--- src/hdl/tzc_sqrt_cell.sv ---
`timescale 1ns / 1ps
// ----------------------------------------------------------------------------
// tzc_sqrt_cell
// One bit of a pipelined restoring integer square root; carries a side word.
// ----------------------------------------------------------------------------
module tzc_sqrt_cell #(
    parameter int RW  = 36,
    parameter int QW  = 18,
    parameter int BIT = 0,
    parameter int SBW = 10
) (
    input  logic           clk,
    input  logic [RW-1:0]  rem_in,
    input  logic [QW-1:0]  root_in,
    input  logic [SBW-1:0] side_in,
    output logic [RW-1:0]  rem_out,
    output logic [QW-1:0]  root_out,
    output logic [SBW-1:0] side_out
);

    localparam int TW = RW + 1;

    logic [TW-1:0] trial;
    logic [TW-1:0] rem_ext;
    logic          take;

    // (root + 2^b)^2 - root^2
    assign trial   = ({{(TW-QW){1'b0}}, root_in} << (BIT + 1)) + (TW'(1) << (2 * BIT));
    assign rem_ext = {1'b0, rem_in};
    assign take    = (rem_ext >= trial);

    always_ff @(posedge clk)
    begin
        rem_out  <= take ? RW'(rem_ext - trial) : rem_in;
        root_out <= take ? (root_in | (QW'(1) << BIT)) : root_in;
        side_out <= side_in;
    end

endmodule

--- config.mk ---
export PLATFORM = sky130hd
export DESIGN_NAME = tzc_sqrt_cell
export DESIGN_NICKNAME = d
export VERILOG_FILES = /design/src/hdl/tzc_sqrt_cell.sv
export SDC_FILE = /design/constraint.sdc
export NUM_CORES = 1
export LEC_CHECK = 0
export ABC_AREA = 1
export BUFFER_PORTS_ARGS = -buffer_cell sky130_fd_sc_hd__buf_2
export CORE_MARGIN = 10
export CORE_UTILIZATION = 36
export DETAILED_ROUTE_END_ITERATION = 8
export SLEW_MARGIN = 5
export SYNTH_ARGS = -nofsm -noshare
export SYNTH_HDL_FRONTEND = slang
export SYNTH_SLANG_ARGS = --single-unit
--- constraint.sdc ---
create_clock -name clk -period 5 [get_ports clk]
set_clock_uncertainty 0.05 [all_clocks]
set_input_delay 0.5 -clock clk [delete_from_list [all_inputs] [get_ports clk]]
set_output_delay 0.5 -clock clk [all_outputs]
set_load 0.1 [all_outputs]
Yosys cells after proc, flatten, opt, wreduce, memory -nomap -nowiden
Index checks and enable logic that the tools add are counted.
{ "op_classes": {"add_sub_neg": 2, "n_lt_le_gt_ge": 1, "mux": 1} }
{ "ops": {"columns": ["op", "n"], "rows": [
  ["36-bit by 20-bit >= comparator with 1-bit output", 1],
  ["36-bit 2-to-1 mux", 1],
  ["36-bit by 20-bit subtractor with 36-bit output", 1],
  ["19-bit by 1-bit adder with 20-bit output (second input constant)", 1]
]} }
{ "totals": {"regBits": 64, "out_inout_bits": 64, "wordCells": 8} }

Depth between registers and ports, before layout
{ "logic_depth": {"ltp_word": 3, "depth_mapped": 14, "ltp_nobuf": 14} }

Worst setup path before layout
Ideal clock, no wire load.
{ "synth_timing": {"path_kind": "input -> register", "from": "in root_in[0]", "to": "reg root_out[0]", "setup_ps": 117, "t_arrival_ps": 1911, "required_time_ps": 4833, "slack_ps": 2922, "stages": 11, "n_path_buf": 1, "path_cell_list": "inv_1 > fa_1 > nand3_1 > nand3_1 > nand3_1 > nand3_2 > nand2_1 > nand3_2 > inv_4 > buf_6 > nand2_1"} }
{ "synth_between": {"elab_chain_cells": 2} }
{ "synth_rtl": {"columns": ["item", "line", "rtl"], "rows": [
  ["start, declared", "14", "input logic [QW-1:0] root_in,"],
  ["19-bit by 1-bit adder with 20-bit output", "28", "assign trial = ({{(TW-QW){1'b0}}, root_in} << (BIT + 1)) + (TW'(1) << (2 * BIT));"],
  ["36-bit by 20-bit >= comparator with 1-bit output", "30", "assign take = (rem_ext >= trial);"],
  ["end signal, assigned", "35", "root_out <= take ? (root_in | (QW'(1) << BIT)) : root_in;"],
  ["end, declared", "17", "output logic [QW-1:0] root_out,"]
]} }
Several ways; a longest one is shown, not always the timed one.
A chain may end at the register's enable or synchronous reset.

Worst setup path after layout
{ "layout_timing": {"from": "in rem_in[1]", "to": "reg rem_out[14]"} }
{ "layout_between": {"elab_chain_cells": 2} }
{ "layout_rtl": {"columns": ["item", "line", "rtl"], "rows": [
  ["start, declared", "13", "input logic [RW-1:0] rem_in,"],
  ["36-bit by 20-bit subtractor with 36-bit output or 36-bit by 20-bit >= comparator with 1-bit output (tied branches)", "34, 30", null],
  ["36-bit 2-to-1 mux (*)", "34", "rem_out <= take ? RW'(rem_ext - trial) : rem_in;"],
  ["end signal, assigned", "34", null],
  ["end, declared", "16", "output logic [RW-1:0] rem_out,"]
]} }
Every way passes the cells marked *; elsewhere a longest branch is shown, timed or not.

==> results.json <==
{
  "antenna_left": 0,
  "synth_top_area_cell": "dfxtp_1",
  "ys_types": 31,
  "yosys_warnings": 0,
  "period_minus_slack_ps": 2700,
  "finalPower_mw": 1.87,
  "hpwl_um": 10300,
  "core_um2": 10300,
  "grt_use_met2_pct": 27.5,
  "cap_violations": 0,
  "leakagePower_nw": 2.58,
  "hold_path.class": "primary input to flip-flop",
  "vdd_drop_max_mv": 0.205,
  "dp_slack_ps": 1890,
  "gp_congestion": 0.886,
  "drt_iter0_markers": 206,
  "rsz0062_at_grt": "false",
  "avgSynthCellArea_um2": 6.57,
  "synth_top_family_by_area": "simple AND/OR/NAND/NOR gates",
  "vias": 3932,
  "ys_seq_area_share_pct": 33.5,
  "htreeDepth": 3,
  "path_clk_slew_ps": 80,
  "tightest_slew_ps": 573,
  "fin_nets": 802,
  "die_w_um": 123,
  "wl_per_cell_um": 14.4,
  "area_growth_pct": 26.0,
  "synth-adder-area-share_pct": 6.73,
  "synthTopCellsByArea": "dfxtp_1 33%, nand2_1 19%, inv_1 10%",
  "fin_ws_ps": 2300,
  "timing.slew.headroom_pct": 61.8,
  "met1_usage_pct": 19.8,
  "gr-usage-met3_pct": 3.92,
  "port_buffers": 128,
  "cts_root_buf": "clkbuf_8",
  "clock_path_buffers": 2,
  "dr.pass1.iters": 6,
  "synth_compound_area_share_pct": 8.30,
  "cts_hold_buf": 0,
  "synth_edf_count": 0,
  "grt_overflow": 0,
  "start_util_pct": 37.1,
  "worstPathArrival_ps": 2860,
  "routed_wl_um": 12300,
  "endpoint_kind": "flip-flop",
  "grt_max_degree": 44,
  "cts_sinks": 64,
  "synth-async-reset-ratio_pct": 0,
  "viasPerCell": 4.58,
  "design.die.area_um2": 15200,
  "synth_cells": 583,
  "cts_tree": "done",
  "final.fill_count": 1117,
  "tns_ps": 0,
  "num_io_pins": 129,
  "postCtsSetupBuffers": 0,
  "finalHoldViolCount": 0,
  "fmax_mhz": 371,
  "syn_nets": 668,
  "grt_pass1_wl_um": 19500,
  "required_ps": 5160,
  "outcome": "complete, no violations",
  "cp_max_fo": 43,
  "fp-row-count": 37,
  "hold_slack_ps": 189,
  "synth_mux_area_share_pct": 0,
  "critPathKind": "primary input to flip-flop",
  "synth_area_um2": 3830,
  "ys_ff_latch": 64,
  "synth_flop_cell": "dfxtp_1",
  "cts_buffers": 9,
  "grt_pass1_vias": 4054,
  "grt_usage_pct": 16.4,
  "drcViolationCount": 0,
  "finalCritPeriodShare_pct": 53.9,
  "synthXorXnorAreaFrac_pct": 3.66,
  "finalMaxSlewViolations": 0,
  "synthSimpleGateAreaFrac_pct": 35.5,
  "antennaDiodeCount": 0,
  "antenna_found_initial": 0,
  "post_cts_resized": 0,
  "grt.busiest_layer": "met2",
  "layout-drive-gt1-share_pct": 25.1,
  "startpoint_type": "primary input",
  "utilization_pct": 46.7,
  "setup_violations": 0,
  "synth_top_area_share_pct": 33.5,
  "die_h_um": 123,
  "p_per_area_nw_per_um2": 388
}
==> synth_stat cells (all sizes together) (2+ instances only) <==
master / instances
nand2: 196
nor2: 69
xor2: 3
buf: 5
ha: 19
a21oi: 24
nand3: 40
dfxtp: 64
or2: 2
o21ai: 20
and2: 2
nand4: 8
xnor2: 13
inv: 107
nor3: 6
==> cell usage in the layout (no fill, tap or decap), types with 8 or more instances in the layout <==
cell	synthesis	layout
a21oi_1	12	12
a21oi_2	12	12
buf_2	0	128
clkbuf_8	0	10
dfxtp_1	64	64
ha_1	19	19
inv_1	105	105
nand2_1	194	194
nand3_1	38	38
nand4_1	8	8
nor2_1	64	64
o21ai_0	8	8
o21ai_2	12	12
xnor2_1	13	13
==> routing by layer <==
metal	part of all wire (%)	wire length, µm
met3	7.1	873
met5	0	0
met1	45	5520
met4	1.7	212
met2	46	5710
==> final timing paths <==
kind,cells after the start,slack (ps),start,end
max,10,2300,rem_in[1],rem_out[14]
min,1,190,side_in[1],side_out[1]
==> kinds of logic (layout without fill, tap and decap cells) <==
logic type | after synthesis | in the layout
DFF | 64 | 64
and+or+nand+nor | 326 | 326
xor gates and xnor gates | 16 | 16
buffers and inverters | 112 | 251
AOI/OAI and AO/OA | 45 | 45
adders and majority gates | 20 | 20
==> report_power, final <==
| part | switching (mW) | internal, mW |
|---|---|---|
| clock network | 0.224 | 0.347 |
| registers | 0.0112 | 0.563 |
| logic | 0.583 | 0.141 |
==> through the flow <==
| stage | std cells | area [µm²] |
|---|---|---|
| after CTS | 858 | 4820 |
| after detailed placement | 842 | 4570 |
| after global routing | 858 | 4820 |
| final | 858 | 4820 |
| after global placement | 842 | 4570 |
| after floorplan | 583 | 3830 |
==> critical path, stage by stage <==
cell and delay, ps:
buf_2 120, fa_1 500, nand3_1 130, nand3_1 200, nand3_1 140, nand3_2 100
nand2_1 110, nand3_2 300, inv_4 540, o21ai_0 180
==> state kept, by name (all words and copies together) (netlist names) <==
name / count
rem_out: 36
root_out: 18
side_out: 10
==> layout make-up <==
type	count	area (µm²)	area share [%]
inverters	107	404	8.38
well taps	136	170	3.53
clock inverters	6	115	2.39
multi-input cells	407	2070	43.0
flip-flops and latches	64	1280	26.6
repair buffers	128	641	13.3
clock buffers	10	138	2.85
(Power assumes the default switching activity.)
