File: config.mk
export PLATFORM = sky130hd
export DESIGN_NAME = tzc_cordic_cell
export DESIGN_NICKNAME = d
export VERILOG_FILES = /design/src/hdl/tzc_pkg.sv /design/src/hdl/tzc_cordic_cell.sv
export SDC_FILE = /design/constraint.sdc
export NUM_CORES = 1
export LEC_CHECK = 0
export BUFFER_PORTS_ARGS = -buffer_cell sky130_fd_sc_hd__buf_4
export CAP_MARGIN = 20
export CORE_MARGIN = 1.5
export CORE_UTILIZATION = 53
export DETAILED_ROUTE_END_ITERATION = 10
export PLACE_DENSITY = 0.83
export SLEW_MARGIN = 0
export SYNTH_ARGS = -nofsm -noshare
export SYNTH_HDL_FRONTEND = slang
export SYNTH_SLANG_ARGS = --single-unit
File: constraint.sdc
create_clock -name clk -period 2.7 [get_ports clk]
set_clock_uncertainty 0.05 [all_clocks]
set_input_delay 0.135 -clock clk [delete_from_list [all_inputs] [get_ports clk]]
set_output_delay 0.135 -clock clk [all_outputs]
set_load 0.005 [all_outputs]
File: src/hdl/tzc_pkg.sv
`timescale 1ns / 1ps
// ----------------------------------------------------------------------------
// tzc_pkg
// Shared types and constants of the tilt zone classifier: CORDIC angle table,
// zone codes and register indexes.
// ----------------------------------------------------------------------------
package tzc_pkg;

    localparam int TAB_FRAC     = 20;
    localparam int CORDIC_ITERS = 22;
    localparam int ATAN_W       = 27;
    localparam int ZW           = 29;

    localparam logic [1:0] REG_LOW_THR  = 2'd0;
    localparam logic [1:0] REG_HIGH_THR = 2'd1;

    localparam logic [2:0] ZONE_CENTRE = 3'd2;
    localparam logic [2:0] ZONE_SECOND = 3'd4;
    localparam logic [2:0] ZONE_OUTER  = 3'd0;

    typedef struct packed {
        logic zero_den;
        logic num_neg;
        logic num_zero;
    } flags_t;

    // atan(2^-i) in degrees, 20 fraction bits
    function automatic logic [ATAN_W-1:0] atan_entry(input int i);
        logic [ATAN_W-1:0] v;
        case (i)
            0:       v = 27'd47185920;
            1:       v = 27'd27855475;
            2:       v = 27'd14718068;
            3:       v = 27'd7471121;
            4:       v = 27'd3750058;
            5:       v = 27'd1876857;
            6:       v = 27'd938658;
            7:       v = 27'd469357;
            8:       v = 27'd234682;
            9:       v = 27'd117342;
            10:      v = 27'd58671;
            11:      v = 27'd29335;
            12:      v = 27'd14668;
            13:      v = 27'd7334;
            14:      v = 27'd3667;
            15:      v = 27'd1833;
            16:      v = 27'd917;
            17:      v = 27'd458;
            18:      v = 27'd229;
            19:      v = 27'd115;
            20:      v = 27'd57;
            21:      v = 27'd29;
            default: v = '0;
        endcase
        return v;
    endfunction

endpackage

File: src/hdl/tzc_cordic_cell.sv
`timescale 1ns / 1ps
// ----------------------------------------------------------------------------
// tzc_cordic_cell
// One CORDIC vectoring iteration with a fixed shift and table angle.
// ----------------------------------------------------------------------------
module tzc_cordic_cell #(
    parameter int XW  = 21,
    parameter int IDX = 0
) (
    input  logic                         clk,
    input  logic signed [XW-1:0]         x_in,
    input  logic signed [XW-1:0]         y_in,
    input  logic signed [tzc_pkg::ZW-1:0] z_in,
    input  tzc_pkg::flags_t              flags_in,
    output logic signed [XW-1:0]         x_out,
    output logic signed [XW-1:0]         y_out,
    output logic signed [tzc_pkg::ZW-1:0] z_out,
    output tzc_pkg::flags_t              flags_out
);

    logic signed [XW-1:0]          dx;
    logic signed [XW-1:0]          dy;
    logic signed [tzc_pkg::ZW-1:0] ang;

    assign dx  = y_in >>> IDX;
    assign dy  = x_in >>> IDX;
    assign ang = $signed({{(tzc_pkg::ZW-tzc_pkg::ATAN_W){1'b0}}, tzc_pkg::atan_entry(IDX)});

    always_ff @(posedge clk)
    begin
        if (!y_in[XW-1])
        begin
            x_out <= x_in + dx;
            y_out <= y_in - dy;
            z_out <= z_in + ang;
        end
        else
        begin
            x_out <= x_in - dx;
            y_out <= y_in + dy;
            z_out <= z_in - ang;
        end
        flags_out <= flags_in;
    end

endmodule

## Word level (Yosys, flattened, before mapping)

Cells that the tools add are included.

- Flip-flop bits (word level): 74
- Input port bits: 75
- Word-level logic and storage cells: 14

- Muxes and demuxes: 3
- Add/sub/neg operators: 5

Operator list:

| kind | count |
|---|---|
| 21-bit 2-to-1 mux | 2 |
| 21-bit subtractor | 2 |
| 29-bit by 27-bit adder with 29-bit output, second input constant | 1 |
| 29-bit 2-to-1 mux | 1 |
| 29-bit by 27-bit subtractor with 29-bit output, second input constant | 1 |
| 21-bit adder | 1 |

## Depth between registers and ports, before layout

Gate-level depths: netlist (run 1).

- Depth after elaboration: 2
- Depth in mapped cells: 11

## Worst setup path after synthesis (run 1)

OpenSTA, ideal clock, no wires.

- Kind: input-to-reg
- From: input port x_in[0]
- To: register y_out[16]
- Library setup time: 131 ps
- Path slack: 516 ps
- Arrival time: 2003 ps
- Cell stages on the path: 10
- Data required time: 2519 ps
- Cell sequence: ha_1 -> inv_1 -> fa_1 -> nor2_8 -> o221ai_2 -> a21oi_2 -> a211oi_2 -> o41a_1 -> o21ai_1 -> xnor2_1

- Longest elaborated chain between the ends: 2
- Elaborated cells on any way between the ends: 3
- Those cells by class: add/sub: 2; mux: 1

Ends and longest elaborated chain:

| item | RTL line | RTL |
|---|---|---|
| start, declared | tzc_cordic_cell.sv:11 | `input logic signed [XW-1:0] x_in,` |
| 21-bit subtractor / 21-bit adder (equally long branches) | tzc_cordic_cell.sv:34, tzc_cordic_cell.sv:40 |  |
| 21-bit 2-to-1 mux * | tzc_cordic_cell.sv:31 | `if (!y_in[XW-1])` |
| end signal, assigned | tzc_cordic_cell.sv:34 | `y_out <= y_in - dy;` |
| end signal, assigned | tzc_cordic_cell.sv:40 | `y_out <= y_in + dy;` |
| end, declared | tzc_cordic_cell.sv:16 | `output logic signed [XW-1:0] y_out,` |

Mark *: on every way between the ends. The rest lies on a longest branch, timed or not.

## Worst setup path after layout (run 1)

- From: input port y_in[0]
- To: register x_out[16]

- Longest elaborated chain between the ends: 2
- Elaborated cells on any way between the ends: 3
- Those cells by class: add/sub: 2; mux: 1

Ends and longest elaborated chain:

| item | RTL line | RTL |
|---|---|---|
| start, declared | tzc_cordic_cell.sv:12 | `input logic signed [XW-1:0] y_in,` |
| 21-bit adder / 21-bit subtractor (equally long branches) | tzc_cordic_cell.sv:33, tzc_cordic_cell.sv:39 |  |
| 21-bit 2-to-1 mux * | tzc_cordic_cell.sv:31 |  |
| end signal, assigned | tzc_cordic_cell.sv:33 | `x_out <= x_in + dx;` |
| end signal, assigned | tzc_cordic_cell.sv:39 | `x_out <= x_in - dx;` |
| end, declared | tzc_cordic_cell.sv:15 | `output logic signed [XW-1:0] x_out,` |

Marks and branches as above.

==> impl_results.md, run 1 <==
- Setup crit end: x_out[16]
- Core Box Area: 0.00964 sq mm
- WS Path Type: in2reg
- Min cycle time layout: 2.18 ns
- Post-synth EDFFs: 0
- Leakage: 3.31 nW
- Initial antenna violation count: 0
- Pint: 2.44 mW
- Max FO, Critical Path: 5
- Die X-Extent: 102 um
- Combinational share of power: 38.7%
- IO buf count: 148
- Post-CTS Resized: 0
- Overflow after GRT: 0
- Fin util: 71.9%
- Filler cell count: 762
- Vias/cell: 5.59
- Clock power share: 24.4%
- Final Instance Area: 0.00693 sq mm
- H-Tree Depth: 3
- Clock buffer depth: 2
- Antenna diodes: 0
- Synth top area share: 28.0%
- Ys flop type: dfxtp_1
- Dpl cell area: 0.00647 sq mm
- Most numerous cell in the Yosys netlist: dfxtp_1
- Routed WL per cell: 17.7 um
- Iteration-0 DRC Markers: 388
- Final Setup Violations: 0
- RePlAce Congestion: 0.891
- FFs w/ async S/R, synth: 0%
- Cell taking the most area after synthesis: dfxtp_1
- Mapped Cells: 607
- Sw Share: 32.8%
- Max-slew violation count: 0
- Number of global-route vias before repair: 5,039
- Pwr dens: 523 mW/mm^2
- Syn Nets: 753
- Final wirelength: 16,300 um
- Initial core utilization: 54.1%
- Startpoint class of the critical path: primary input
- Layout cell share with drive strength beyond 1: 26.8%
- Seq pwr share: 36.9%
- Final antenna-violating net count: 0
- RSZ-0062 raised after global routing: false
- Die outline area: 0.0105 sq mm
- First-pass GRT wire length: 25,200 um
- Via count: 5,141
- # DRC: 0
- Max Clock Freq: 459 MHz
- YS warnings: 0
- Post-Syn Area: 0.00522 sq mm
- P&R area growth vs syn: 32.8%
- Largest net degree at the start of global routing: 33
- Synth top area cells: dfxtp_1, ha_1, xnor2_1
- CTS Buf Count: 9
- CTS tree: built
- Die span in y: 102 um
- Number of setup buffers added after CTS: 0
- Crit path required time: 2.92 ns
- Dpl hpwl: 12,100 um
- Hold Crit Class: in2reg
- Worst VDD drop: 254 uV
- Final worst-path cycle share: 80.7%
- Router iterations before antenna repair: 7
- Setup WS pre-CTS: 0.196 ns
- Crit end category: register
- GRT Overall Usage: 31.0%
- Sw power: 1.19 mW
- Final hold violations: 0
- Crit path launch: y_in[0]
- Io pins: 149
- Nets: 927
- Library cells used by synthesis: 76
- Setup TNS: 0 ns
- Commonest cells in the netlist: dfxtp_1, ha_1, inv_1, a21oi_1, xnor2_1
- Rows: 36
- CTS clk-pin slew, worst paths: 0.08 ns
- Sink Count: 73
- #FFs+latches synth: 73
- Register area share after synthesis: 28.0%
- Status: finished, final reports clean
- Design Power: 3.62 mW
- Normalized max-slew margin: 65.6%
- Root buffer cell: clkbuf_8
- Worst endpoint data arrival time: 2.39 ns
- Mean Syn Cell Area: 8.60 sq um
- Worst-Margin Slew: 0.509 ns
- Number of max-cap violations: 0
- Final WS setup: 0.522 ns
## worst min path at each step
stage	from	endpoint	slack, ns	cells past startpoint
after CTS	y_in[0]	y_out[0]	0.02	3
after global routing	y_in[0]	y_out[0]	0.06	3
after global placement	z_in[12]	z_out[12]	0.19	1
after detailed placement	z_in[17]	z_out[17]	0.19	1
after floorplan	flags_in[0]	flags_out[0]	0.11	0
final	z_in[28]	z_out[28]	0.05	3
## metrics by stage
stage          cells  hold slack (ns)
2_1_floorplan    607            0.113
3_3_place_gp     878            0.190
3_5_place_dp     878            0.191
4_1_cts          919           0.0247
5_1_grt          919           0.0649
6_report         919           0.0468
## logic make-up after synthesis
| logic type | synth area share, % |
|---|---|
| compound gates | 23.7 |
| buf+inv | 8.06 |
| xor+xnor | 7.72 |
| mux | 1.17 |
| simple gates | 13.8 |
| flops | 28.0 |
| fa+ha+maj | 17.6 |
## state kept, by name, indices dropped and copies added (netlist names)
name,count
flags_out,3
x_out,20
z_out,29
y_out,21
## repair_timing
| action | in CTS | in global routing |
|---|---|---|
| hold buffers | 25 | 0 |
| endpoints found under the setup margin | 0 | 0 |
| hold endpoints to repair | 26 | 0 |
## power by group through the flow
stage               clock, mW  combinational, mW  sequential [mW]
floorplan                   0              0.706             1.37
CTS                     0.883               1.37             1.33
global placement            0               1.31             1.35
finish                  0.884               1.40             1.33
global route            0.934               1.52             1.35
detailed placement          0               1.33             1.36
## layout make-up
| type | count | area [sq um] | share of cell area (%) |
|---|---|---|---|
| Inverter | 70 | 263 | 3.79 |
| Clock buffer | 12 | 155 | 2.24 |
| Tap cell | 133 | 166 | 2.40 |
| Sequential cell | 73 | 1460 | 21.1 |
| Multi-Input combinational cell | 436 | 3340 | 48.1 |
| Clock inverter | 4 | 51.3 | 0.740 |
| Timing Repair Buffer | 191 | 1500 | 21.6 |
## metal layers
metal | track usage [%] | vias up | routed length (um)
met4 | 12.4 | 0 | 451
met1 | 38.4 | 2392 | 6670
met2 | 52.1 | 271 | 7770
met5 | 0 | - | 0
met3 | 7.11 | 40 | 1420
li1 | - | 2438 | -
## worst max-delay path, stage by stage
cell      delay, ns
buf_4          0.10
ha_1           0.22
inv_1          0.07
fa_1           0.48
nor2_8         0.13
o221ai_2       0.12
a21oi_2        0.23
a211oi_2       0.16
o41a_1         0.42
o21ai_1        0.15
xnor2_1        0.15
## placed cells by master (no fill, tap or decap), drive strengths merged, types with 6 or more instances in the layout
| cell type | Yosys | routed |
|---|---|---|
| nor2b | 9 | 9 |
| clkbuf | 7 | 12 |
| o21bai | 8 | 8 |
| dlygate4sd3 | 0 | 25 |
| nor2 | 34 | 34 |
| ha | 67 | 67 |
| a211oi | 10 | 10 |
| nor3 | 11 | 11 |
| buf | 21 | 166 |
| a21o | 10 | 10 |
| dfxtp | 73 | 73 |
| nand4 | 6 | 6 |
| nor4 | 6 | 6 |
| o31ai | 6 | 6 |
| o21ai | 37 | 37 |
| inv | 70 | 70 |
| nand2 | 32 | 32 |
| nand3 | 8 | 8 |
| xor2 | 6 | 6 |
| xnor2 | 40 | 40 |
| nand2b | 7 | 7 |
| a21oi | 65 | 65 |
Power figures use the tool's default switching activity.
==> run 2: changes to the inputs <==
Clock period 2.7 ns to 2.2 ns, I/O delays scaled along.
==> run 2 against run 1 <==
Compared with the run above: global-route usage up 3.7 points; die area stayed put; sequential share of layout area down 1.6 points; non-clock buffer count rose by 79; utilization increased by 5.9 points; critical path depth down 2; critical path type unchanged; largest power group unchanged.
==> impl_results.md, run 2 (same netlist as run 1, synthesis figures left out) <==
- Status: finished, final reports clean
- Register area: 0.00146 sq mm (unchanged)
- Final WS setup: 0.103 ns (-0.419 ns)
- Worst-Margin Slew: 0.702 ns (+0.192 ns)
- # DRC: 0 (unchanged)
- Max-slew violation count: 0 (unchanged)
- Leakage: 3.67 nW (+11%)
- Die span in y: 102 um (unchanged)
- Startpoint class of the critical path: primary input
- Dpl cell area: 0.00708 sq mm (+9.4%)
- Commonest non-fill, non-tap cell in the layout: buf_4
- H-Tree Depth: 3 (unchanged)
- Sw power: 1.55 mW (+31%)
- Number of setup buffers added after CTS: 0 (unchanged)
- Normalized max-slew margin: 53.0% (-13 points)
- Combinational share of power: 42.5% (+3.8 points)
- Final worst-path cycle share: 95.3%
- CTS tree: built
- Router iterations before antenna repair: 5 (-2)
- Min cycle time layout: 2.10 ns
- GRT Overall Usage: 34.7% (+3.7 points)
- Worst VDD drop: 293 uV (+15%)
- Sink Count: 73 (unchanged)
- Top reg by flops: z_out
- Sw Share: 34.2% (+1.4 points)
- Final Instance Area: 0.00750 sq mm (+8.2%)
- Nets: 1,006 (+8.5%)
- Vias/cell: 5.58 (-0.19%)
- Final antenna-violating net count: 0 (unchanged)
- WS Path Type: in2reg
- Via count: 5,567 (+8.3%)
- Clock power share: 20.9% (-3.5 points)
- Hold Path Stages: 3 (unchanged)
- Io pins: 149 (unchanged)
- Die X-Extent: 102 um (unchanged)
- Largest net degree at the start of global routing: 37 (+12%)
- Final wirelength: 18,000 um (+11%)
- Root buffer cell: clkbuf_8
- Most frequent cells in the layout: buf_4, dfxtp_1, ha_1
- Hold bufs inserted after CTS: 25 (unchanged)
- RSZ-0062 raised after global routing: false
- Max Clock Freq: 477 MHz
- Crit path required time: 2.40 ns (-0.52 ns)
- Die outline area: 0.0105 sq mm (unchanged)
- Hold Crit Class: in2reg
- Routed WL per cell: 18.1 um (+1.9%)
- Final hold violations: 0 (unchanged)
- P&R area growth vs syn: 43.7%
- Post-CTS Resized: 0 (unchanged)
- Pwr dens: 604 mW/mm^2 (+16%)
- Rows: 36 (unchanged)
- Multi-input logic area: 0.00334 sq mm (unchanged)
- Crit end category: register
- Seq pwr share: 36.5% (-0.4 points)
- CTS Buf Count: 9 (unchanged)
- Number of max-cap violations: 0 (unchanged)
- Layout cell share with drive strength beyond 1: 33.6% (+6.7 points)
- Final Setup Violations: 0 (unchanged)
- RePlAce Congestion: 0.952 (+6.8%)
- CTS clk-pin slew, worst paths: 0.08 ns (about the same)
- Max FO, Critical Path: 2 (-3)
- Design Power: 4.53 mW (+25%)
- Pint: 2.98 mW (+22%)
- Clock buffer depth: 2 (unchanged)
- Setup WS pre-CTS: -0.167 ns (-0.363 ns)
- Iteration-0 DRC Markers: 313 (-19%)
- Initial core utilization: 54.1% (unchanged)
- Number of global-route vias before repair: 5,366 (+6.5%)
- Core Box Area: 0.00964 sq mm (unchanged)
- Largest regs: z_out: 29 flops, y_out: 21 flops, x_out: 20 flops
- IO buf count: 148 (unchanged)
- Initial antenna violation count: 0 (unchanged)
- Filler cell count: 660 (-13%)
- Antenna diodes: 0 (unchanged)
- Max FFs per register: 29 (unchanged)
- Worst endpoint data arrival time: 2.29 ns (-0.10 ns)
- First-pass GRT wire length: 27,900 um (+11%)
- Overflow after GRT: 0 (unchanged)
- Dpl hpwl: 13,500 um (+11%)
[run 2: changes by cell type in the layout (fill, tap and decap cells not counted)]
| cell | delta |
|---|---|
| buf_12 | +1 |
| buf_4 | +78 |
| bufinv_16 | -1 |
| clkbuf_1 | -1 |
| clkbuf_8 | -1 |
| clkinv_2 | +1 |
| clkinv_4 | -1 |
| clkinvlp_4 | +2 |
[run 2: critical path, stage by stage]
cell,delay (ns)
dlygate4sd3_1,0.54
buf_4,0.15
a21o_1,0.19
a21oi_1,0.34
nor2b_1,0.11
o21ai_0,0.39
nand2_1,0.15
o311a_1,0.16
xor2_1,0.15
[run 2: layer usage]
layer / vias to the layer above / track usage (%) / part of all wire (%) / routed length [um]
met5: - / 0 / 0 / 0
met4: 0 / 12.5 / 2.4 / 433
met3: 34 / 6.84 / 9.0 / 1630
met2: 304 / 58.4 / 48 / 8610
met1: 2629 / 44.2 / 41 / 7370
li1: 2600 / - / - / -
[run 2: final cells by class]
cell class	instances	share of cell area, %
Multi-Input combinational cell	436	44.5
Timing Repair Buffer	270	28.0
Sequential cell	73	19.5
Inverter	70	3.50
Tap cell	133	2.22
Clock buffer	10	1.84
Clock inverter	5	0.434
[run 2: worst paths after layout]
check                 slack, ns         to      from
worst max-delay path       0.10  z_out[27]  z_in[20]
worst min-delay path      0.008   y_out[0]   y_in[0]
[run 2: stage by stage]
stage / setup TNS (ns) / utilization (%) / instances / hold slack, ns
2_1_floorplan: 0 / - / 607 / 0.0877
5_1_grt: 0 / 77.8 / 997 / 0.00488
3_5_place_dp: -1.64 / 73.4 / 957 / 0.167
4_1_cts: 0 / 77.8 / 997 / 0.00542
6_report: 0 / 77.8 / 997 / 0.00769
3_3_place_gp: -0.838 / 73.4 / 957 / 0.165
[run 2: power by group through the flow]
stage	Sequential (mW)	Combinational, mW	Clock, mW
global placement	1.67	1.79	0
floorplan	1.68	0.866	0
CTS	1.64	1.88	0.942
global route	1.67	2.08	0.996
detailed placement	1.67	1.83	0
finish	1.65	1.93	0.948
